===== src/hdl/kcl_pkg.sv =====
// ----------------------------------------------------------------------------
// kcl_pkg: shared types and constants for the k-mer counter
// Sizes, payload structs, the operation code and the back-end states.
// ----------------------------------------------------------------------------
package kcl_pkg;

    localparam int MAX_KMER    = 8;
    localparam int COUNT_BITS  = 32;
    localparam int CODE_W      = 2 * MAX_KMER;
    localparam int FILL_W      = $clog2(MAX_KMER + 1);
    localparam int LEN_W       = (FILL_W > 4) ? FILL_W : 4;
    localparam int QUEUE_DEPTH = 4;
    localparam int QPTR_W      = $clog2(QUEUE_DEPTH);

    localparam logic FUNC_COUNT = 1'b0;
    localparam logic FUNC_QUERY = 1'b1;

    typedef struct packed {
        logic       func;
        logic [1:0] base;
        logic       seq_start;
    } in_item_t;

    typedef struct packed {
        logic [15:0] kmer_code;
        logic [31:0] kmer_count;
    } out_item_t;

    typedef struct packed {
        logic              func;
        logic [CODE_W-1:0] code;
    } op_t;

    typedef struct packed {
        logic clearing;
        logic idle;
    } back_status_t;

    typedef enum logic [1:0] {
        B_CLEAR,
        B_IDLE,
        B_READ,
        B_WRITE
    } back_state_t;

endpackage


===== src/hdl/kcl_front.sv =====
// ----------------------------------------------------------------------------
// kcl_front: window tracking and classification
// Shifts each accepted base into the window and queues an operation for
// every transfer that completes a k-mer.
// ----------------------------------------------------------------------------
module kcl_front (
    input  logic                         clk,
    input  logic                         rst_n,
    input  logic                         accept,
    input  kcl_pkg::in_item_t            item,
    input  logic [3:0]                   kmer_len,
    output logic                         push,
    output kcl_pkg::op_t                 push_op
);

    logic [kcl_pkg::CODE_W-1:0] window_reg, window_next;
    logic [kcl_pkg::FILL_W-1:0] fill_reg, fill_next;
    logic [kcl_pkg::CODE_W-1:0] window_base;
    logic [kcl_pkg::FILL_W-1:0] fill_base;
    logic [kcl_pkg::LEN_W-1:0]  len_ext;
    logic [kcl_pkg::LEN_W-1:0]  eff_len;
    logic [kcl_pkg::CODE_W-1:0] code_mask;
    logic                       complete;

    always_comb
    begin
        window_base = item.seq_start ? '0 : window_reg;
        fill_base   = item.seq_start ? '0 : fill_reg;
        window_next = (window_base << 2) | kcl_pkg::CODE_W'(item.base);
        if (fill_base < kcl_pkg::FILL_W'(kcl_pkg::MAX_KMER))
        begin
            fill_next = fill_base + kcl_pkg::FILL_W'(1);
        end
        else
        begin
            fill_next = fill_base;
        end
        len_ext = kcl_pkg::LEN_W'(kmer_len);
        if (len_ext == '0)
        begin
            eff_len = kcl_pkg::LEN_W'(1);
        end
        else if (len_ext > kcl_pkg::LEN_W'(kcl_pkg::MAX_KMER))
        begin
            eff_len = kcl_pkg::LEN_W'(kcl_pkg::MAX_KMER);
        end
        else
        begin
            eff_len = len_ext;
        end
        code_mask = ~({kcl_pkg::CODE_W{1'b1}} << {eff_len, 1'b0});
        complete  = kcl_pkg::LEN_W'(fill_next) >= eff_len;
    end

    assign push         = accept && complete;
    assign push_op.func = item.func;
    assign push_op.code = window_next & code_mask;

    always_ff @(posedge clk or negedge rst_n)
    begin
        if (!rst_n)
        begin
            window_reg <= '0;
            fill_reg   <= '0;
        end
        else if (accept)
        begin
            window_reg <= window_next;
            fill_reg   <= fill_next;
        end
    end

endmodule


===== config.mk =====
export PLATFORM = sky130hd
export DESIGN_NAME = kcl_front
export DESIGN_NICKNAME = d
export VERILOG_FILES = /design/src/hdl/kcl_pkg.sv /design/src/hdl/kcl_front.sv
export SDC_FILE = /design/constraint.sdc
export NUM_CORES = 1
export LEC_CHECK = 0
export ABC_AREA = 0
export BUFFER_PORTS_ARGS = -buffer_cell sky130_fd_sc_hd__buf_4
export CAP_MARGIN = 30
export CORE_AREA = 2 2 63 65
export DETAILED_ROUTE_END_ITERATION = 10
export DIE_AREA = 0 0 65 67
export GPL_TIMING_DRIVEN = 0
export PLACE_DENSITY = 0.51
export SLEW_MARGIN = 20
export SYNTH_ARGS = -nofsm -noshare
export SYNTH_HDL_FRONTEND = slang
export SYNTH_SLANG_ARGS = --single-unit

===== constraint.sdc =====
create_clock -name clk -period 2.4 [get_ports clk]
set_input_delay 0.12 -clock clk [delete_from_list [all_inputs] [get_ports clk]]
set_output_delay 0.12 -clock clk [all_outputs]
set_load 0.005 [all_outputs]

# Word-level counts from Yosys, hierarchy flattened

Index checks and enable logic that the tools add are counted.

Add/sub/neg operators: 1
$lt $le $gt $ge: 3
Shifts and indexed selects: 1
Mux-type cells: 5
Bitwise gates (word level): 3
Reductions and logical operators: 2

Operators with widths:

| kind                    | count |
|---|---|
| $and A16 B16 Y16        | 1 |
| $mux W4                 | 4 |
| $not A16 Y16            | 1 |
| $or A16 B2 Y16          | 1 |
| $shl A16 B5 Y16 const A | 1 |
| $mux W14                | 1 |
| $add A4 B1 Y4 const B   | 1 |
| $ge A4 B4 Y1            | 1 |
| $gt A4 B4 Y1 const B    | 1 |
| $logic_not A4 Y1        | 1 |
| $lt A4 B4 Y1 const B    | 1 |
| $logic_and A1 B1 Y1     | 1 |

Bits in registers: 18
Input port bits: 11
Word-level logic and storage cells: 17

# Logic depth before layout (Yosys ltp)

Gate-level depths: netlist of run 1.

Word-level depth: 6
Depth in mapped cells: 10
Depth with buffers taken out: 9

# Worst setup path before layout of run 1

No wires, ideal clock.

Path type: reg-to-output
Start: reg fill_reg[1] (netlist name)
End: out push
Data arrival time: 1.678 ns
Data required time: 2.280 ns
Setup slack: 0.602 ns
Cell stages (with the launch flop): 8
Buffers on the path: 0
Cells stage by stage: dfrtp_1 -> nor2b_1 -> ha_1 -> mux2_4 -> ha_1 -> o21ai_0 -> a21o_1 -> a21oi_1

Word-level cells in the longest chain between the ends: 5
Elaborated cells on any way between the ends: 6
Classes of those cells: 1 x add/sub; 2 x order compare; 2 x mux; 1 x reduce/logical

Ends and longest elaborated chain:

| element                                              | line                             | text |
|---|---|---|
| start: declaration                                   | kcl_front.sv:17                  | `logic [kcl_pkg::FILL_W-1:0] fill_reg, fill_next;` |
| start signal: assignment                             | kcl_front.sv:69                  | `fill_reg <= fill_next;` |
| $mux W4 *                                            | kcl_front.sv:28                  | `fill_base = item.seq_start ? '0 : fill_reg;` |
| $add A4 B1 Y4 / $lt A4 B4 Y1 (equally long branches) | kcl_front.sv:32, kcl_front.sv:30 |  |
| $mux W4 *                                            | kcl_front.sv:30                  | `if (fill_base < kcl_pkg::FILL_W'(kcl_pkg::MAX_KMER))` |
| named net fill_next (one bit)                        | kcl_front.sv:17                  |  |
| $ge A4 B4 Y1 *                                       | kcl_front.sv:52                  | `complete = kcl_pkg::LEN_W'(fill_next) >= eff_len;` |
| $logic_and A1 B1 Y1 *                                | kcl_front.sv:55                  | `assign push = accept && complete;` |
| end: declaration                                     | kcl_front.sv:12                  | `output logic push,` |

The timed path passes the listed nets; every way through them passes the cells marked *.

# Worst setup path in the final report of run 1

Start: reg fill_reg[0] (netlist name)
End: out push

Same word-level chain as after synthesis.

==> results of run 1 <==
[metal layers]
layer / track usage / part of all wire
met3: 0.03547 / 0.041
met1: 0.1874 / 0.49
met4: 0.03191 / 0.0061
met5: 0 / 0
met2: 0.2101 / 0.46
[cells in the mapped netlist, drive strengths merged]
| cell type | instances | share of area |
|---|---|---|
| ha | 5 | 0.058 |
| inv | 13 | 0.045 |
| a21oi | 6 | 0.028 |
| nand3b | 12 | 0.083 |
| and2 | 4 | 0.023 |
| nor3 | 10 | 0.046 |
| nand2 | 3 | 0.010 |
| xnor2 | 1 | 0.0081 |
| o21a | 2 | 0.014 |
| a41oi | 1 | 0.0081 |
| a21o | 2 | 0.014 |
| a31oi | 2 | 0.012 |
| and2b | 1 | 0.0070 |
| nor2b | 3 | 0.017 |
| nor2 | 12 | 0.042 |
| a22o | 1 | 0.0081 |
| buf | 3 | 0.016 |
| mux2 | 4 | 0.049 |
| o21ai | 15 | 0.070 |
| clkbuf | 7 | 0.024 |
| dfrtp | 18 | 0.42 |
[worst paths after layout]
| check | from | end | cells past startpoint | slack (ps) |
|---|---|---|---|---|
| min in group asynchronous | rst_n | window_reg[11] | 2 | 270 |
| min reg2reg | window_reg[4] | window_reg[6] | 2 | 510 |
| max | fill_reg[0] | push | 8 | 150 |
| max reg2reg | fill_reg[0] | fill_reg[1] | 4 | 900 |
| min | item[2] | window_reg[1] | 2 | 110 |
| max in group asynchronous | rst_n | fill_reg[0] | 2 | 1910 |
[layout by cell type (no fill, tap or decap)]
cell	count
o21ai_0	15
and2_1	4
dlygate4sd3_1	1
a31oi_1	2
ha_1	5
nor2b_1	3
a21oi_2	1
o21a_1	2
nand3b_1	12
buf_4	30
a21o_1	2
xnor2_1	1
a22o_1	1
dfrtp_1	17
a21oi_1	5
mux2_2	2
clkbuf_8	4
mux2_4	2
buf_2	2
a41oi_1	1
inv_1	13
and2b_1	1
dfrtp_2	1
nor2_1	12
nand2_1	3
clkbuf_1	7
nor3_1	10
[final cells by class]
cell class                      count  area, um2
Buffer                             10      43.79
Sequential cell                    18      451.7
Inverter                           13      48.80
Clock buffer                        4      55.05
Tap cell                           48      60.06
Fill cell                         392       2178
Multi-Input combinational cell     84      540.5
Timing Repair Buffer               30      227.7
[logic make-up after synthesis]
family / Yosys count / synth area share
AOI/OAI and AO/OA: 29 / 0.1529
xor gates and xnor gates: 1 / 0.008113
adders and majority gates: 5 / 0.05794
buffers and inverters: 23 / 0.08576
DFF: 18 / 0.4171
muxes: 4 / 0.04867
and+or+nand+nor: 45 / 0.2294
[power groups by stage]
stage	Sequential [mW]	Clock (mW)	Combinational, mW
4_1_cts	0.367	0.256	0.219
3_3_place_gp	0.371	0	0.210
3_5_place_dp	0.373	0	0.215
5_1_grt	0.365	0.272	0.288
2_1_floorplan	0.363	0	0.144
6_report	0.361	0.247	0.251
[stage by stage]
step | cell area, um2 | utilization
4_1_cts | 1400 | 0.3883
2_1_floorplan | 1080 | -
6_report | 1428 | 0.3959
5_1_grt | 1428 | 0.3959
3_3_place_gp | 1335 | 0.3702
3_5_place_dp | 1335 | 0.3702
[critical path, stage by stage (launching register included)]
cell and delay (ps):
dfrtp_2 430, nor2b_1 140, ha_1 280, mux2_4 280, ha_1 270, o21ai_0 70, a21o_1 170, a21oi_2 110
buf_4 120
[what timing repair did]
| action | 4_1_cts | 5_1_grt |
|---|---|---|
| hold buffers | 1 | 0 |
| hold endpoints to repair | 18 | 0 |
| buffers inserted | 0 | 3 |
| endpoints found under the setup margin | 0 | 1 |
| resized for setup | 0 | 2 |
==> flow_metrics.env, run 1 <==
export IMPL_crit_fanout=5
export IMPL_crit_type="register to output pin"
export IMPL_finalHoldViolCount=0
export IMPL_port_buffers=26
export IMPL_drt_initial_drc_count=26
export IMPL_die_area_um2=4355
export IMPL_yosysSeqAreaShare=0.4171
export IMPL_final_nets=176
export IMPL_clkPwrFrac=0.288
export IMPL_antenna_found_initial=0
export IMPL_seq_power_share=0.420
export IMPL_root_buffer="clkbuf_8"
export IMPL_postSynthCellCount=125
export IMPL_grtUsageTotal=0.1356
export IMPL_slew_viol_final=0
export IMPL_p_switching_mw=0.2447
export IMPL_cp_start_kind="register"
export IMPL_finalWorstPathRequiredPeriod_ps=2245
export IMPL_powerDensity_nw_per_um2=601.7
export IMPL_grt_pass1_wl_um=4554
export IMPL_fin_hold_ws_ps=109.6
export IMPL_gr_total_overflow=0
export IMPL_slew_headroom=0.6706
export IMPL_clock_path_buffers=2
export IMPL_hold_class="input port to register"
export IMPL_fin_worst_skew_ps=0.9978
export IMPL_max_cap_violations=0
export IMPL_cts_buffers=3
export IMPL_clock_sinks=18
export IMPL_power_mw=0.8590
export IMPL_drc=0
export IMPL_grt_pass1_vias=973
export IMPL_rsz0062_at_grt="no"
export IMPL_fin_setup_tns_ps=0
export IMPL_io_pins=29
export IMPL_antenna_cells=0
export IMPL_firstDrtPassIters=3
export IMPL_start_util=0.2994
export IMPL_fin_crit_sh=0.9355
export IMPL_tightest_slew_ps=494.2
export IMPL_sw_frac_of_total=0.2849
export IMPL_path_clk_slew_ps=70
export IMPL_combPwrFrac=0.292
export IMPL_finalWirelength_um=2641
export IMPL_synthDistinctLibCells=23
export IMPL_syn_area_um2=1080
export IMPL_arrival_ps=2130
export IMPL_place_gp_congestion=0.8333
export IMPL_place_ws_ps=265.7
export IMPL_syn_nets=141
export IMPL_vias=963
export IMPL_p_leak_nw=0.6532
export IMPL_yosys_warnings=0
export IMPL_num_rows=22
export IMPL_die_h_um=67
export IMPL_worst_ir_drop_vdd_mv=0.2790
export IMPL_syn_to_final_growth_pct=32.21
export IMPL_grt_start_max_net_pins=19
export IMPL_largest_reg_flops=14
export IMPL_ant_nets=0
export IMPL_setup_viol=0
export IMPL_avgSynthCellArea_um2=8.638
export IMPL_cp_required_ps=2280
export IMPL_cts_max_level=1
export IMPL_dp_cells=199
export IMPL_setup_ws_ps=154.8
export IMPL_dp_hpwl_um=1920
export IMPL_p_int_mw=0.6143
export IMPL_via_per_inst=4.652
export IMPL_wl_per_cell_um=12.76
export IMPL_clkLatencyLatePin_ps=250
export IMPL_max_freq_mhz=445.4
export IMPL_outcome="finished, final reports clean"
export IMPL_synth_seq_cells=18
export IMPL_layout_drive_gt1_share=0.2642
export IMPL_end_kind="output pin"
export IMPL_cts_tree="built"
export IMPL_die_width_um=65
export IMPL_instances_no_fill=207
export IMPL_core_area_um2=3606
No activity file was read; power rests on OpenSTA's default activity.
==> inputs of run 2 (changes only) <==
==> constraint.sdc (replaced) <==
create_clock -name clk -period 2.8 [get_ports clk]
set_input_delay 0.14 -clock clk [delete_from_list [all_inputs] [get_ports clk]]
set_output_delay 0.14 -clock clk [all_outputs]
set_load 0.005 [all_outputs]
==> flow_metrics.env, run 2 (synthesis gave the netlist of run 1 again) <==
export IMPL_hold_class="input port to register"
export IMPL_rsz0062_at_grt="no"
export IMPL_rr_worst_depth=4
export IMPL_arrival_ps=2170
export IMPL_crit_top_cell="ha_1"
export IMPL_cp_cell_sequence="nor2b_1 > ha_1 > mux2_4 > ha_1 > o21ai_0 > a21o_1 > a21oi_1 > buf_4"
export IMPL_multi_input_area_um2=536.8
export IMPL_layout_drive_gt1_share=0.2372
export IMPL_final_common_cell="buf_4"
export IMPL_firstDrtPassIters=3
export IMPL_grtUsageTotal=0.1356
export IMPL_die_area_um2=4355
export IMPL_met3_usage=0.03547
export IMPL_worst_ir_drop_vdd_mv=0.2383
export IMPL_gr_total_overflow=0
export IMPL_cp_required_ps=2660
export IMPL_dp_hpwl_um=1920
export IMPL_crit_fanout=5
export IMPL_seq_area_um2=450.4
export IMPL_finalWirelength_um=2572
export IMPL_layout_common_cells="buf_4, dfrtp_1, o21ai_0, inv_1"
export IMPL_port_buffers=26
export IMPL_finalHoldViolCount=0
export IMPL_drt_initial_drc_count=25
export IMPL_setup_viol=0
export IMPL_final_nets=173
export IMPL_start_util=0.2994
export IMPL_slew_headroom=0.6685
export IMPL_p_leak_nw=0.6400
export IMPL_crit_type="register to output pin"
export IMPL_die_width_um=65
export IMPL_clock_path_buffers=2
export IMPL_vias=948
export IMPL_wl_per_cell_um=12.61
export IMPL_critPathBufInv=1
export IMPL_via_per_inst=4.647
export IMPL_clkLatencyLatePin_ps=250
export IMPL_powerDensity_nw_per_um2=507.9
export IMPL_endpoint="push"
export IMPL_num_rows=22
export IMPL_fin_hold_ws_ps=129.7
export IMPL_max_cap_violations=0
export IMPL_cp_slowest_cell="dfrtp_1"
export IMPL_grt_pass1_vias=973
export IMPL_tightest_slew_ps=497.2
export IMPL_slew_viol_final=0
export IMPL_top_usage_layer="met2"
export IMPL_antenna_found_initial=0
export IMPL_io_pins=29
export IMPL_r2r_slack_ps=1290
export IMPL_die_h_um=67
export IMPL_r2r_end="fill_reg[1]"
export IMPL_r2r_start="fill_reg[1]"
export IMPL_outcome="finished, final reports clean"
export IMPL_max_freq_mhz=432.5
export IMPL_worst_path_stages=8
export IMPL_largest_reg_flops=14
export IMPL_cp_start_kind="register"
export IMPL_fin_setup_tns_ps=0
export IMPL_antenna_cells=0
export IMPL_fin_crit_sh=0.8257
export IMPL_cts_buffers=3
export IMPL_fin_util=0.3883
export IMPL_clock_sinks=18
export IMPL_place_gp_congestion=0.8333
export IMPL_finalWorstPathRequiredPeriod_ps=2312
export IMPL_use_met1=0.1874
export IMPL_cts_tree="built"
export IMPL_cp_startpoint="fill_reg[1]"
export IMPL_fillerInstances=393
export IMPL_cts_max_level=1
export IMPL_path_clk_slew_ps=70
export IMPL_grt_pass1_wl_um=4554
export IMPL_critPathTopFamily="adder cells"
export IMPL_syn_to_final_growth_pct=29.66
export IMPL_slowest_delay_ps=420
export IMPL_drc=0
export IMPL_ant_nets=0
export IMPL_core_area_um2=3606
export IMPL_end_kind="output pin"
export IMPL_grtUsageMet2=0.2101
export IMPL_root_buffer="clkbuf_8"
export IMPL_grt_start_max_net_pins=19
export IMPL_fin_worst_skew_ps=0.8587
export IMPL_cts_setup_buffers=0
-- run 2: area by class of cell --
class	count	share of cell area
flip-flops and latches	18	0.3217
well taps	48	0.04290
multi-input cells	84	0.3834
inverters	13	0.03485
repair buffers	27	0.1466
clock buffers	4	0.03932
plain buffers	10	0.03128
-- run 2: routing by layer --
layer,wire length [um],up-vias,share of wire
met5,0,-,0
met4,16,0,0.0062
met3,108,2,0.042
met2,1164,19,0.45
met1,1283,444,0.50
li1,-,483,-
-- run 2: through the flow --
step / instance area (um2) / power [mW] / std cells / worst slack (ps)
after floorplan: 1080 / 0.4351 / 125 / 982.2
after global placement: 1335 / 0.4981 / 199 / 608.7
after detailed placement: 1335 / 0.5038 / 199 / 625.7
after CTS: 1400 / 0.7223 / 204 / 467.7
after global routing: 1400 / 0.7679 / 204 / 314.9
final: 1400 / 0.7111 / 204 / 487.9
-- run 2: where the power goes --
group	internal [mW]	leakage (nW)	switching [mW]
combinational	0.0984	0.374	0.0863
sequential	0.287	0.237	0.0281
clock	0.125	0.0288	0.0869
total	0.510	0.640	0.201
-- run 2: worst reg2reg max path: stages (launching register included) --
cell and delay (ps):
dfrtp_1 420, nor2b_1 150, ha_1 300, mux2_4 280, mux2_4 250
-- run 2: how the worst min path moves through the flow --
stage	from	to	depth (start not counted)
CTS	item[2]	window_reg[1]	2
floorplan	rst_n	fill_reg[0]	0
finish	item[2]	window_reg[1]	2
detailed placement	rst_n	window_reg[11]	1
global route	item[1]	window_reg[0]	2
global placement	rst_n	window_reg[11]	1
-- run 2: what timing repair did --
| action | CTS | global route |
|---|---|---|
| setup endpoints to repair | 0 | 0 |
| hold buffers | 1 | 0 |
| endpoints found under the hold margin | 18 | 0 |
| gates resized for setup | 0 | 0 |
