$ cat src/hdl/kcl_pkg.sv
// ----------------------------------------------------------------------------
// kcl_pkg: shared types and constants for the k-mer counter
// Sizes, payload structs, the operation code and the back-end states.
// ----------------------------------------------------------------------------
package kcl_pkg;

    localparam int MAX_KMER    = 8;
    localparam int COUNT_BITS  = 32;
    localparam int CODE_W      = 2 * MAX_KMER;
    localparam int FILL_W      = $clog2(MAX_KMER + 1);
    localparam int LEN_W       = (FILL_W > 4) ? FILL_W : 4;
    localparam int QUEUE_DEPTH = 4;
    localparam int QPTR_W      = $clog2(QUEUE_DEPTH);

    localparam logic FUNC_COUNT = 1'b0;
    localparam logic FUNC_QUERY = 1'b1;

    typedef struct packed {
        logic       func;
        logic [1:0] base;
        logic       seq_start;
    } in_item_t;

    typedef struct packed {
        logic [15:0] kmer_code;
        logic [31:0] kmer_count;
    } out_item_t;

    typedef struct packed {
        logic              func;
        logic [CODE_W-1:0] code;
    } op_t;

    typedef struct packed {
        logic clearing;
        logic idle;
    } back_status_t;

    typedef enum logic [1:0] {
        B_CLEAR,
        B_IDLE,
        B_READ,
        B_WRITE
    } back_state_t;

endpackage

$ cat src/hdl/kcl_queue.sv
// ----------------------------------------------------------------------------
// kcl_queue: operation queue
// A short first-in first-out buffer between the front and back ends.
// ----------------------------------------------------------------------------
module kcl_queue (
    input  logic         clk,
    input  logic         rst_n,
    input  logic         push,
    input  kcl_pkg::op_t push_op,
    input  logic         pop,
    output kcl_pkg::op_t pop_op,
    output logic         full,
    output logic         empty
);

    kcl_pkg::op_t                entry_reg [kcl_pkg::QUEUE_DEPTH];
    logic [kcl_pkg::QPTR_W-1:0]  wr_ptr_reg, wr_ptr_next;
    logic [kcl_pkg::QPTR_W-1:0]  rd_ptr_reg, rd_ptr_next;
    logic [kcl_pkg::QPTR_W:0]    count_reg, count_next;
    logic                        do_push, do_pop;

    assign full    = count_reg == (kcl_pkg::QPTR_W + 1)'(kcl_pkg::QUEUE_DEPTH);
    assign empty   = count_reg == '0;
    assign do_push = push && !full;
    assign do_pop  = pop && !empty;
    assign pop_op  = entry_reg[rd_ptr_reg];

    always_comb
    begin
        wr_ptr_next = do_push ? wr_ptr_reg + kcl_pkg::QPTR_W'(1) : wr_ptr_reg;
        rd_ptr_next = do_pop ? rd_ptr_reg + kcl_pkg::QPTR_W'(1) : rd_ptr_reg;
        count_next  = count_reg;
        if (do_push && !do_pop)
        begin
            count_next = count_reg + (kcl_pkg::QPTR_W + 1)'(1);
        end
        else if (do_pop && !do_push)
        begin
            count_next = count_reg - (kcl_pkg::QPTR_W + 1)'(1);
        end
    end

    always_ff @(posedge clk or negedge rst_n)
    begin
        if (!rst_n)
        begin
            wr_ptr_reg <= '0;
            rd_ptr_reg <= '0;
            count_reg  <= '0;
        end
        else
        begin
            wr_ptr_reg <= wr_ptr_next;
            rd_ptr_reg <= rd_ptr_next;
            count_reg  <= count_next;
        end
    end

    always_ff @(posedge clk)
    begin
        if (do_push)
        begin
            entry_reg[wr_ptr_reg] <= push_op;
        end
    end

endmodule

$ cat config.mk
export PLATFORM = sky130hd
export DESIGN_NAME = kcl_queue
export DESIGN_NICKNAME = d
export VERILOG_FILES = /design/src/hdl/kcl_pkg.sv /design/src/hdl/kcl_queue.sv
export SDC_FILE = /design/constraint.sdc
export NUM_CORES = 1
export LEC_CHECK = 0
export ABC_AREA = 1
export BUFFER_PORTS_ARGS = -buffer_cell sky130_fd_sc_hd__buf_2
export CAP_MARGIN = 20
export CORE_UTILIZATION = 35
export CTS_BUF_LIST = sky130_fd_sc_hd__clkbuf_8
export CTS_CLUSTER_DIAMETER = 100
export DETAILED_ROUTE_END_ITERATION = 7
export GPL_ROUTABILITY_DRIVEN = 1
export PLACE_DENSITY = 0.51
export SETUP_SLACK_MARGIN = 0.3
export SYNTH_ARGS = -nofsm -noshare
export SYNTH_HDL_FRONTEND = slang
export SYNTH_SLANG_ARGS = --single-unit
$ cat constraint.sdc
create_clock -name clk -period 1.85 [get_ports clk]
set_input_delay 0.2775 -clock clk [delete_from_list [all_inputs] [get_ports clk]]
set_output_delay 0.2775 -clock clk [all_outputs]
set_load 0.02 [all_outputs]
After elaboration in Yosys (flattened, before gate mapping)
Memory sizes are Yosys's and may differ from the RTL's.
Index checks and enable logic that the tools add are counted.
Word-level totals
  output and inout port bits: 19
  flip-flop bits (word level): 7
  RAM bits: 68
  memories: 1
  input port bits: 21
  ROM bits: 0
  bits in latches: 0
  logic and storage cells: 23
Memories
  entry_reg: words 4, bits a word 17, rd ports 1, clocked after memory_dff 0, wr ports 1, line kcl_queue.sv:16  | kcl_pkg::op_t entry_reg [kcl_pkg::QUEUE_DEPTH];
Cells by class
  multiply operators: 0
  reductions and logical operators: 10
  bitwise logic cells: 0
  muxes and demuxes: 4
  add/sub/neg operators: 4
  shift-type cells: 0
  $lt $le $gt $ge: 0
  eq/ne operators: 1
  divide/modulo/power cells: 0
Operator list (count)
  2-to-1 mux 3 bit: 2
  adder 2 x 1 -> 2 bit, second input constant: 2
  logical AND 1 bit: 4
  logical NOT 1 bit: 4
  adder 3 x 1 -> 3 bit, second input constant: 1
  == test 3 bit, second input constant: 1
  logical NOT 3 bit: 1
  subtractor 3 x 1 -> 3 bit, second input constant: 1
  2-to-1 mux 1 bit: 2
  nonzero test 2 bit: 1

Depth between registers and ports, before layout
Gate-level depths: netlist of the first run.
  depth after elaboration: 7
  gate-level depth with buffers: 12
  gate-level depth less buffers: 12

Least setup slack after synthesis of the first run
OpenSTA, ideal clock, no wires.
  path kind: register to register
  start point: register count_reg[0] in the netlist's numbering
  end point: memory entry_reg[0][0] in the netlist's numbering (enable)
  data required time: 1459 ps
  library setup time: 391 ps
  arrival: 1430 ps
  setup slack: 29 ps
  stages on the path, launching flop included: 5
  period minus slack after synthesis: 1821 ps
  buffers on the path: 0
  path through: dfrtp_1 inv_2 nand3_1 nand2_2 nor2_1
Between the ends
  cells in the longest elaborated chain, start to end: 5
Ends and longest elaborated chain
  start: declaration: line kcl_queue.sv:19  | logic [kcl_pkg::QPTR_W:0] count_reg, count_next;
  start signal: assignment: line kcl_queue.sv:55  | count_reg <= count_next;
  == test 3 bit: line kcl_queue.sv:22  | assign full = count_reg == (kcl_pkg::QPTR_W + 1)'(kcl_pkg::QUEUE_DEPTH);
  logical NOT 1 bit: line kcl_queue.sv:24  | assign do_push = push && !full;
  logical AND 1 bit: line kcl_queue.sv:24
  2-to-1 mux 1 bit: line kcl_queue.sv:61  | if (do_push)
  2-to-1 mux 1 bit (not written as such): line kcl_queue.sv:63  | entry_reg[wr_ptr_reg] <= push_op;
  end: declaration: line kcl_queue.sv:16
No other way between the ends.

==> results of run 1 <==
[path summary, 6_finish.rpt]
kind | from | end | slack, ns | depth (start not counted)
max in group asynchronous | rst_n | wr_ptr_reg[1]$_DFFE_PN0P_ | 1.39 | 2
hold / removal | push_op[10] | entry_reg[2][10]$_DFFE_PP_ | 0.15 | 1
setup / recovery | rd_ptr_reg[0]$_DFFE_PN0P_ | pop_op[16] | 0.12 | 6
min in group asynchronous | rst_n | count_reg[0]$_DFFE_PN0P_ | 0.30 | 2
hold reg to reg | wr_ptr_reg[1]$_DFFE_PN0P_ | wr_ptr_reg[1]$_DFFE_PN0P_ | 0.55 | 2
setup reg to reg | count_reg[2]$_DFFE_PN0P_ | count_reg[2]$_DFFE_PN0P_ | 0.23 | 10
[routing by layer]
layer	vias up	share of wire, %	track usage, %
met5	-	0	0
met4	0	1.4	6.689
met3	7	4.1	3.259
met2	37	50	21.23
met1	921	45	16.47
li1	1011	-	-
[through the flow]
step	hold slack, ns	instances	total power, mW	setup slack [ns]
after global routing	0.1272	461	7.325	0.03288
after floorplan	-0.01809	259	4.581	0.05576
after CTS	0.1336	456	6.790	0.06409
after detailed placement	0.1257	428	5.255	0.1285
after global placement	0.1241	428	5.199	0.2011
final	0.1513	461	6.862	0.1177
[power breakdown]
| part | switching, mW | total [mW] | internal, mW |
|---|---|---|---|
| logic | 1.88 | 3.14 | 1.26 |
| clock network | 0.580 | 1.33 | 0.745 |
| registers | 0.149 | 2.40 | 2.25 |
[worst max-delay path, stage by stage, from the launching register on]
cell	delay [ns]
dfrtp_1	0.42
clkinv_4	0.10
buf_12	0.20
nand2_1	0.08
o211ai_2	0.06
nand2_1	0.08
buf_2	0.16
[layout make-up]
class                           count  area (um2)  share of cell area (%)
Clock inverter                      7       85.08                   2.024
Clock buffer                        9       123.9                   2.946
Sequential cell                    75        2217                   52.74
Inverter                           51       198.9                   4.732
Timing Repair Buffer               67       473.0                   11.25
Multi-Input combinational cell    123       944.7                   22.47
Tap cell                          129       161.4                   3.839
[synth_stat cells, drive strengths merged]
cell	n	area, um2
nand4	1	6.260
buf	10	130.1
o211ai	34	425.4
inv	51	193.9
fa	1	20.02
dfrtp	7	175.2
ha	5	62.56
edfxtp	68	2042
nand2	69	291.5
o21ai	1	5.000
nand3	7	40.04
xnor2	1	8.760
nor2	4	15.01
[cells in the final DEF, fill, tap and decap left out]
cell,count
nand2_4,3
inv_4,1
dlygate4sd3_1,1
dfrtp_1,7
buf_6,6
o211ai_2,34
nand2_2,12
ha_4,1
inv_2,8
nand3_1,4
clkinv_4,1
nand2_1,54
nand3_4,2
o21ai_1,1
edfxtp_1,68
bufinv_16,2
nand3_2,1
buf_12,2
nand4_1,1
clkinv_2,2
buf_4,22
nor2_2,4
buf_8,1
inv_1,43
clkbuf_8,9
xnor2_1,1
fa_2,1
clkinvlp_4,1
ha_1,4
buf_2,35
[what timing repair did]
action,CTS,global route
buffers inserted,11,5
setup endpoints to repair,19,48
hold buffers,1,0
hold endpoints to repair,7,0
gates resized for setup,8,17
pin swaps,8,5
[kinds of logic (layout without fill, tap and decap cells)]
logic type	count (synthesis)	after routing	synth area share, %
DFF	75	75	64.91
xor gates and xnor gates	1	1	0.2565
adders and majority gates	6	6	2.418
and+or+nand+nor	81	81	10.33
buffers and inverters	61	134	9.487
AOI/OAI and AO/OA	35	35	12.60
==> metrics.md, run 1 <==
| Metric | Value |
|---|---|
| Status | `finished, final reports clean` |
| Antenna violations before repair | `0` |
| Static Leak | `1.804 nW` |
| Syn_nets | `~290` |
| Synthesized area | `3416 um2` |
| CTS tree | `done` |
| DRT Wirelength | `5954 um` |
| Die W | `100.8 um` |
| Setup Viol. Count Final | `0` |
| Largest net degree at the start of global routing | `29` |
| Max reg flops | `slightly below 70` |
| IO Pins | `40` |
| Fin. max-slew vios | `0` |
| Layout overhead on the synthesized area | `23.08%` |
| CP startpoint kind | `flip-flop` |
| Max-cap viol count | `0` |
| Clk root buf | `clkbuf_8` |
| Fin crit period | `between 1.5 and 2 ns` |
| Fin area | `4204 um2` |
| Crit path kind | `flip-flop to output pin` |
| Number of diodes | `0` |
| Share of cells above drive strength 1 | `around 45%` |
| Synth unique cells | `19` |
| Total GRT Usage | `between 10% and 20%` |
| WP data arrival | `1.45 ns` |
| Least-Margin Pin Slew | `0.2670 ns` |
| Remaining DRCs | `0` |
| Skew final | `0.005997 ns` |
| Final antenna-violating net count | `0` |
| Avg Vias per Cell | `around 4.3` |
| CP Capture Type | `output pin` |
| Clk buf depth | `2` |
| HPWL Detailed | `between 3000 and 4000 um` |
| Final Hold Viols | `0` |
| Layout net count | `354` |
| Initial DRC count | `59` |
| FILL cells | `866` |
| Worst-skew pair later-pin latency | `0.34 ns` |
| Total Die Area | `10160 um2` |
| Ys Warns | `0` |
| Crit Path Max Fanout | `28` |
| Util after Layout | `45.07%` |
| IO Port Bufs | `39` |
| # H-tree levels | `3` |
| Global-route wire length before repair | `9770 um` |
| Syn_area_per_cell | `13.19 um2` |
| Clock slew at reported path FFs | `0.08 ns` |
| Height of the die | `slightly above 100 um` |
| Routability congestion estimate | `0.7816` |
| Min-Delay Path Class | `input port to flip-flop` |
| Gr ovfl total | `0` |
| Seq/Total Area, Yosys | `64.91%` |
| Setup_tns | `0 ns` |
| Vias in the first global route | `1969` |
| CTS Sinks | `75` |
| Worst VDD drop | `848.0 uV` |
| Starting Density | `36.62%` |
| Pwr Density | `1632 nW/um2` |
| Post-Place Cell Area | `3795 um2` |
| DR pass1 iterations | `4` |
| Upper clock frequency limit | `0.5773 GHz` |
| Final period util | `93.64%` |
| Post-Synthesis Cells | `259` |
| Flops & latches, synth | `75` |
| RSZ-0062 raised after global routing | `yes` |
| Core Rows | `35` |
| Relative slew slack | `between 80% and 90%` |
| CP required | `~1.6 ns` |
| WL/cell | `12.92 um` |
| TritonCTS buffer count | `9` |
| DR vias | `1976` |
| Core region area | `9328 um2` |
Note: power is estimated with default switching activity, not from simulation.
==> run 2: changes to the inputs <==
--- a/config.mk
+++ b/config.mk
@@ -13,7 +13,7 @@
 export CTS_CLUSTER_DIAMETER = 100
 export DETAILED_ROUTE_END_ITERATION = 7
 export GPL_ROUTABILITY_DRIVEN = 1
-export PLACE_DENSITY = 0.51
+export PLACE_DENSITY = 0.49
 export SETUP_SLACK_MARGIN = 0.3
 export SYNTH_ARGS = -nofsm -noshare
 export SYNTH_HDL_FRONTEND = slang
==> constraint.sdc (replaced) <==
create_clock -name clk -period 2.1 [get_ports clk]
set_input_delay 0.315 -clock clk [delete_from_list [all_inputs] [get_ports clk]]
set_output_delay 0.315 -clock clk [all_outputs]
set_load 0.02 [all_outputs]
==> metrics.md, run 2 (synthesized netlist as in run 1, its figures left out) <==
| Metric | Value |
|---|---|
| Non-Filler Instances | `456 (-1.1%)` |
| Crit Path Max Fanout | `10 (-64%)` |
| Slowest cell on the critical path | `dfrtp_2` |
| Setup_tns | `0 ns (unchanged)` |
| # H-tree levels | `3 (unchanged)` |
| Initial DRC count | `39 (-34%)` |
| DRT Wirelength | `6362 um (+6.9%)` |
| Status | `finished, final reports clean` |
| CTS tree | `done` |
| Setup Viol. Count Final | `0 (unchanged)` |
| Crit path cell chain | `inv_8 -> clkbuf_16 -> nand2_1 -> o211ai_2 -> nand2_1 -> buf_2` |
| Max-cap viol count | `0 (unchanged)` |
| DR vias | `1994 (+0.91%)` |
| Pwr Density | `1454 nW/um2 (-11%)` |
| Height of the die | `100.8 um (unchanged)` |
| IO Port Bufs | `39 (unchanged)` |
| Relative slew slack | `81.69% (-0.51 points)` |
| Share of cells above drive strength 1 | `42.51% (-2.1 points)` |
| Grt met3 use | `4.369% (+1.1 points)` |
| Sw frac | `38.31% (+0.24 points)` |
| Avg Vias per Cell | `4.373 (+2.0%)` |
| Layout net count | `349 (-1.4%)` |
| Most frequent cells in the layout | `edfxtp_1 (68), nand2_1 (51), inv_1 (46), o211ai_2 (33), buf_2 (33)` |
| Worst path top cell family by delay | `flip-flops` |
| Static Leak | `1.834 nW (+1.7%)` |
| Worst VDD drop | `669.4 uV (-21%)` |
| RSZ-0062 raised after global routing | `yes` |
| RR Startpoint | `count_reg[2]$_DFFE_PN0P_` |
| Inst Count DP | `425 (-0.70%)` |
| Util after Layout | `45.97% (+0.90 points)` |
| Psw | `2.388 mW (-8.6%)` |
| Upper clock frequency limit | `0.5624 GHz` |
| Max reg flops | `68 (unchanged)` |
| Layout overhead on the synthesized area | `25.53%` |
| DR pass1 iterations | `4 (unchanged)` |
| Min-Delay Path Class | `input port to flip-flop` |
| Clock slew at reported path FFs | `0.07 ns (about the same)` |
| Sequential share of power | `34.4% (-0.5 points)` |
| Crit path buf inv count | `3 (unchanged)` |
| TritonCTS buffer count | `9 (unchanged)` |
| Number of diodes | `0 (unchanged)` |
| IO Pins | `40 (unchanged)` |
| Total Die Area | `10160 um2 (unchanged)` |
| Largest stage delay on the critical path | `0.49 ns (+0.07 ns)` |
| M1 GR Usage | `15.99% (-0.48 points)` |
| Largest net degree at the start of global routing | `22 (-24%)` |
| Fin. max-slew vios | `0 (unchanged)` |
| CP required | `1.78 ns (+0.21 ns)` |
| Final antenna-violating net count | `0 (unchanged)` |
| Clk buf depth | `2 (unchanged)` |
| Levels on crit path | `6 (unchanged)` |
| Gr ovfl total | `0 (unchanged)` |
| Remaining DRCs | `0 (unchanged)` |
| Core region area | `9328 um2 (unchanged)` |
| Worst r2r path cells | `10 (unchanged)` |
| Antenna violations before repair | `0 (unchanged)` |
| Total GRT Usage | `13.30% (+0.14 points)` |
| Reg-to-Reg End | `count_reg[2]$_DFFE_PN0P_` |
| Commonest non-fill, non-tap cell in the layout | `edfxtp_1` |
| Final Hold Viols | `0 (unchanged)` |
| WL/cell | `13.95 um (+8.0%)` |
| Cell-internal power | `3.846 mW (-9.5%)` |
| Crit path kind | `flip-flop to output pin` |
| M2 GR Usage | `22.55% (+1.3 points)` |
| Least-Margin Pin Slew | `0.2747 ns (+0.007682 ns)` |
| Fin crit period | `1.778 ns` |
| Die W | `100.8 um (unchanged)` |
| CP Capture Point | `pop_op[7]` |
| Routability congestion estimate | `0.7264 (-7.1%)` |
| WP data arrival | `1.46 ns (about the same)` |
| CTS Sinks | `75 (unchanged)` |
| Clock Power Share | `16.4% (-2.9 points)` |
| CP dominant cell by count | `nand2_1` |
| CP Launch Point | `rd_ptr_reg[0]$_DFFE_PN0P_` |
| Skew final | `0.006365 ns (+0.0003672 ns)` |
| Vias in the first global route | `1949 (-1.0%)` |
| Gr busiest metal | `met2` |
| Clk root buf | `clkbuf_8` |
| R2R setup slack | `0.38 ns (+0.15 ns)` |
| Worst-skew pair later-pin latency | `0.34 ns (about the same)` |
| CP Capture Type | `output pin` |
| Final period util | `between 80 and 90%` |
| Global-route wire length before repair | `9804 um (+0.35%)` |
| CP startpoint kind | `flip-flop` |
| Starting Density | `36.62% (unchanged)` |
| Comb power frac | `49.2% (+3.5 points)` |
| Core Rows | `35 (unchanged)` |
| HPWL Detailed | `3689 um (-0.74%)` |
## run 2: power by group through the flow
stage                     sequential, mW  clock, mW  combinational [mW]
after floorplan                     2.13          0                1.86
after global placement              2.14          0                2.37
after detailed placement            2.15          0                2.41
after CTS                           2.12       1.06                2.59
after global routing                2.18       1.12                3.36
final                               2.14       1.02                3.07
## run 2: how the worst min path moves through the flow
stage / from / to / slack (ns) / cells after the start
2_1_floorplan: rst_n / count_reg[0]$_DFFE_PN0P_ / 0.02 / 0
3_3_place_gp: rst_n / wr_ptr_reg[1]$_DFFE_PN0P_ / 0.16 / 1
3_5_place_dp: rst_n / wr_ptr_reg[1]$_DFFE_PN0P_ / 0.16 / 1
4_1_cts: push_op[2] / entry_reg[3][2]$_DFFE_PP_ / 0.17 / 1
5_1_grt: push_op[1] / entry_reg[2][1]$_DFFE_PP_ / 0.17 / 1
6_report: push_op[2] / entry_reg[3][2]$_DFFE_PP_ / 0.19 / 1
## run 2: cell type report
class | count | area (um2)
Clock buffer | 9 | 123.9
Clock inverter | 7 | 58.81
Fill cell | 868 | 5040
Inverter | 51 | 203.9
Multi-Input combinational cell | 123 | 940.9
Sequential cell | 75 | 2220
Tap cell | 129 | 161.4
Timing Repair Buffer | 61 | 570.5
Timing Repair inverter | 1 | 8.758
## run 2: per-layer routing
metal	share of wire, %	up-vias
li1	-	1002
met1	45	948
met2	50	38
met3	3.6	6
met4	1.2	0
met5	0	-
## run 2: what timing repair did
| item | CTS | global route |
|---|---|---|
| setup endpoints to repair | 19 | 19 |
| hold buffers | 1 | 0 |
| hold endpoints to repair | 7 | 0 |
| pin swaps | 0 | 6 |
| setup buffers | 2 | 5 |
| resized for setup | 7 | 31 |
| cloned | 1 | 6 |
## run 2: through the flow
step	hold WS [ns]	total power [mW]	setup WS, ns	instance area (um2)
global placement	0.1609	4.510	0.3010	3750
CTS	0.1739	5.775	0.2748	4024
finish	0.1893	6.234	0.3220	4288
global route	0.1689	6.652	0.2283	4288
detailed placement	0.1606	4.554	0.2129	3750
floorplan	0.01941	3.987	0.2793	3416
==> run 3: changes to the inputs <==
==> constraint.sdc (replaced) <==
create_clock -name clk -period 1.66 [get_ports clk]
set_input_delay 0.249 -clock clk [delete_from_list [all_inputs] [get_ports clk]]
set_output_delay 0.249 -clock clk [all_outputs]
set_load 0.02 [all_outputs]
==> metrics.md, run 3 (synthesized netlist as in run 1, its figures left out) <==
| Metric | Value |
|---|---|
| Status | `finished with violations` |
| Failing checks | `negative setup slack` |
| Worst r2r path cells | `9 (-1)` |
| IO Pins | `40 (unchanged)` |
| R2R setup slack | `0.03 ns (-0.35 ns)` |
| Upper clock frequency limit | `0.5915 GHz` |
| Crit Path Max Fanout | `19 (+9)` |
| DR pass1 iterations | `4 (unchanged)` |
| Layout overhead on the synthesized area | `29.38%` |
| Static Leak | `1.884 nW (+2.7%)` |
| Relative slew slack | `85.31% (+3.6 points)` |
| Fin area | `4419 um2 (+3.1%)` |
| CTS Sinks | `75 (unchanged)` |
| HPWL Detailed | `3973 um (+7.7%)` |
| Gr ovfl total | `0 (unchanged)` |
| WP data arrival | `1.44 ns (-0.02 ns)` |
| # H-tree levels | `3 (unchanged)` |
| Height of the die | `100.8 um (unchanged)` |
| CTS tree | `done` |
| DRT Wirelength | `6515 um (+2.4%)` |
| Crit path kind | `flip-flop to output pin` |
| Skew final | `0.006847 ns (+0.0004825 ns)` |
| Vias in the first global route | `1874 (-3.8%)` |
| Core Rows | `35 (unchanged)` |
| Final antenna-violating net count | `0 (unchanged)` |
| Largest net degree at the start of global routing | `21 (-4.5%)` |
| Max-cap viol count | `0 (unchanged)` |
| CP required | `1.41 ns (-0.37 ns)` |
| RR Startpoint | `count_reg[1]$_DFFE_PN0P_` |
| Worst-skew pair later-pin latency | `0.35 ns (about the same)` |
| FILL cells | `843 (-2.9%)` |
| CP startpoint kind | `flip-flop` |
| Fin crit period | `1.691 ns` |
| IO Port Bufs | `39 (unchanged)` |
| Die W | `100.8 um (unchanged)` |
| CP Capture Point | `pop_op[10]` |
| Starting Density | `36.62% (unchanged)` |
| Total Die Area | `10160 um2 (unchanged)` |
| Antenna violations before repair | `0 (unchanged)` |
| CP Launch Point | `rd_ptr_reg[0]$_DFFE_PN0P_` |
| Final period util | `101.8%` |
| Clk buf depth | `2 (unchanged)` |
| Total GRT Usage | `13.90% (+0.59 points)` |
| DR vias | `2003 (+0.45%)` |
| Most frequent cells in the layout | `edfxtp_1 (68), nand2_1 (55), inv_1 (42), buf_2 (37), o211ai_2 (34)` |
| Clock slew at reported path FFs | `0.08 ns (about the same)` |
| Final Hold Viols | `0 (unchanged)` |
| Share of cells above drive strength 1 | `45.91% (+3.4 points)` |
| Pwr Density | `1790 nW/um2 (+23%)` |
| Commonest non-fill, non-tap cell in the layout | `edfxtp_1` |
| Layout net count | `364 (+4.3%)` |
| Min-Delay Path Class | `input port to flip-flop` |
| Reg-to-Reg End | `count_reg[1]$_DFFE_PN0P_` |
| Avg Vias per Cell | `4.253 (-2.7%)` |
| Setup_tns | `-0.1285 ns (-0.1285 ns)` |
| Setup Viol. Count Final | `9 (+9)` |
| Routability congestion estimate | `0.7213 (-0.70%)` |
| Remaining DRCs | `0 (unchanged)` |
| Clk root buf | `clkbuf_8` |
| WL/cell | `13.83 um (-0.86%)` |
| CP Capture Type | `output pin` |
| TritonCTS buffer count | `9 (unchanged)` |
| Least-Margin Pin Slew | `0.2203 ns (-0.05440 ns)` |
| Worst VDD drop | `780.3 uV (+17%)` |
| Global-route wire length before repair | `9963 um (+1.6%)` |
| WHS | `0.1143 ns (-0.07496 ns)` |
| Max reg flops | `68 (unchanged)` |
| Fin. max-slew vios | `0 (unchanged)` |
| Post-Place Cell Area | `3900 um2 (+4.0%)` |
| Core region area | `9328 um2 (unchanged)` |
| Initial DRC count | `72 (+85%)` |
| Setup WS post-layout | `-0.03051 ns (-0.3525 ns)` |
| Number of diodes | `0 (unchanged)` |
| RSZ-0062 raised after global routing | `yes` |
run 3: worst max-delay path, cell delays in order, from the launching register on:
cell and delay, ns:
dfrtp_1 0.41, inv_4 0.13, buf_12 0.18, nand2_1 0.07, o211ai_2 0.06, nand2_1 0.08
buf_2 0.16
run 3: report_power, final:
part	switching, mW	internal [mW]
registers	0.161	2.51
clock network	0.669	0.676
logic	2.22	1.68
run 3: area by class of cell:
| class | count | area (um2) | area share (%) |
|---|---|---|---|
| Tap cell | 129 | 161.4 | 3.652 |
| Clock buffer | 9 | 123.9 | 2.803 |
| Sequential cell | 75 | 2217 | 50.17 |
| Clock inverter | 7 | 61.31 | 1.387 |
| Timing Repair Buffer | 77 | 694.4 | 15.71 |
| Inverter | 51 | 198.9 | 4.502 |
| Multi-Input combinational cell | 123 | 962.2 | 21.77 |
run 3: metal layers:
| metal | global-route usage, % | part of all wire, % | vias to the layer above |
|---|---|---|---|
| met4 | 6.355 | 1.5 | 0 |
| met1 | 17.58 | 46 | 929 |
| li1 | - | - | 1033 |
| met5 | 0 | 0 | - |
| met2 | 22.13 | 48 | 32 |
| met3 | 3.953 | 3.9 | 9 |
run 3: how the worst min path moves through the flow:
stage / startpoint / cells past startpoint / end / slack (ns)
after floorplan: rst_n / 0 / count_reg[0]$_DFFE_PN0P_ / -0.05
after global placement: rst_n / 1 / wr_ptr_reg[1]$_DFFE_PN0P_ / 0.09
after detailed placement: rst_n / 1 / wr_ptr_reg[1]$_DFFE_PN0P_ / 0.10
after CTS: push_op[7] / 1 / entry_reg[2][7]$_DFFE_PP_ / 0.10
after global routing: push_op[12] / 1 / entry_reg[2][12]$_DFFE_PP_ / 0.1
final: push_op[12] / 1 / entry_reg[2][12]$_DFFE_PP_ / 0.11
run 3: per-stage QoR:
stage | cells | worst slack (ns) | utilization [%] | power (mW)
floorplan | 259 | 0.05776 | - | 5.120
global placement | 437 | 0.08254 | 41.81 | 6.044
detailed placement | 437 | 0.04240 | 41.81 | 6.067
CTS | 468 | -0.05305 | 46.59 | 7.902
global route | 471 | -0.1093 | 47.38 | 8.427
finish | 471 | -0.03051 | 47.38 | 7.912
run 3: what timing repair did:
action                                  in CTS  in global routing
endpoints found under the setup margin      89                 89
pin swaps                                    8                  8
hold endpoints to repair                     7                  0
gates cloned                                 3                  0
setup buffers                               11                  3
resized for setup                           28                 14
hold buffers                                 1                  0
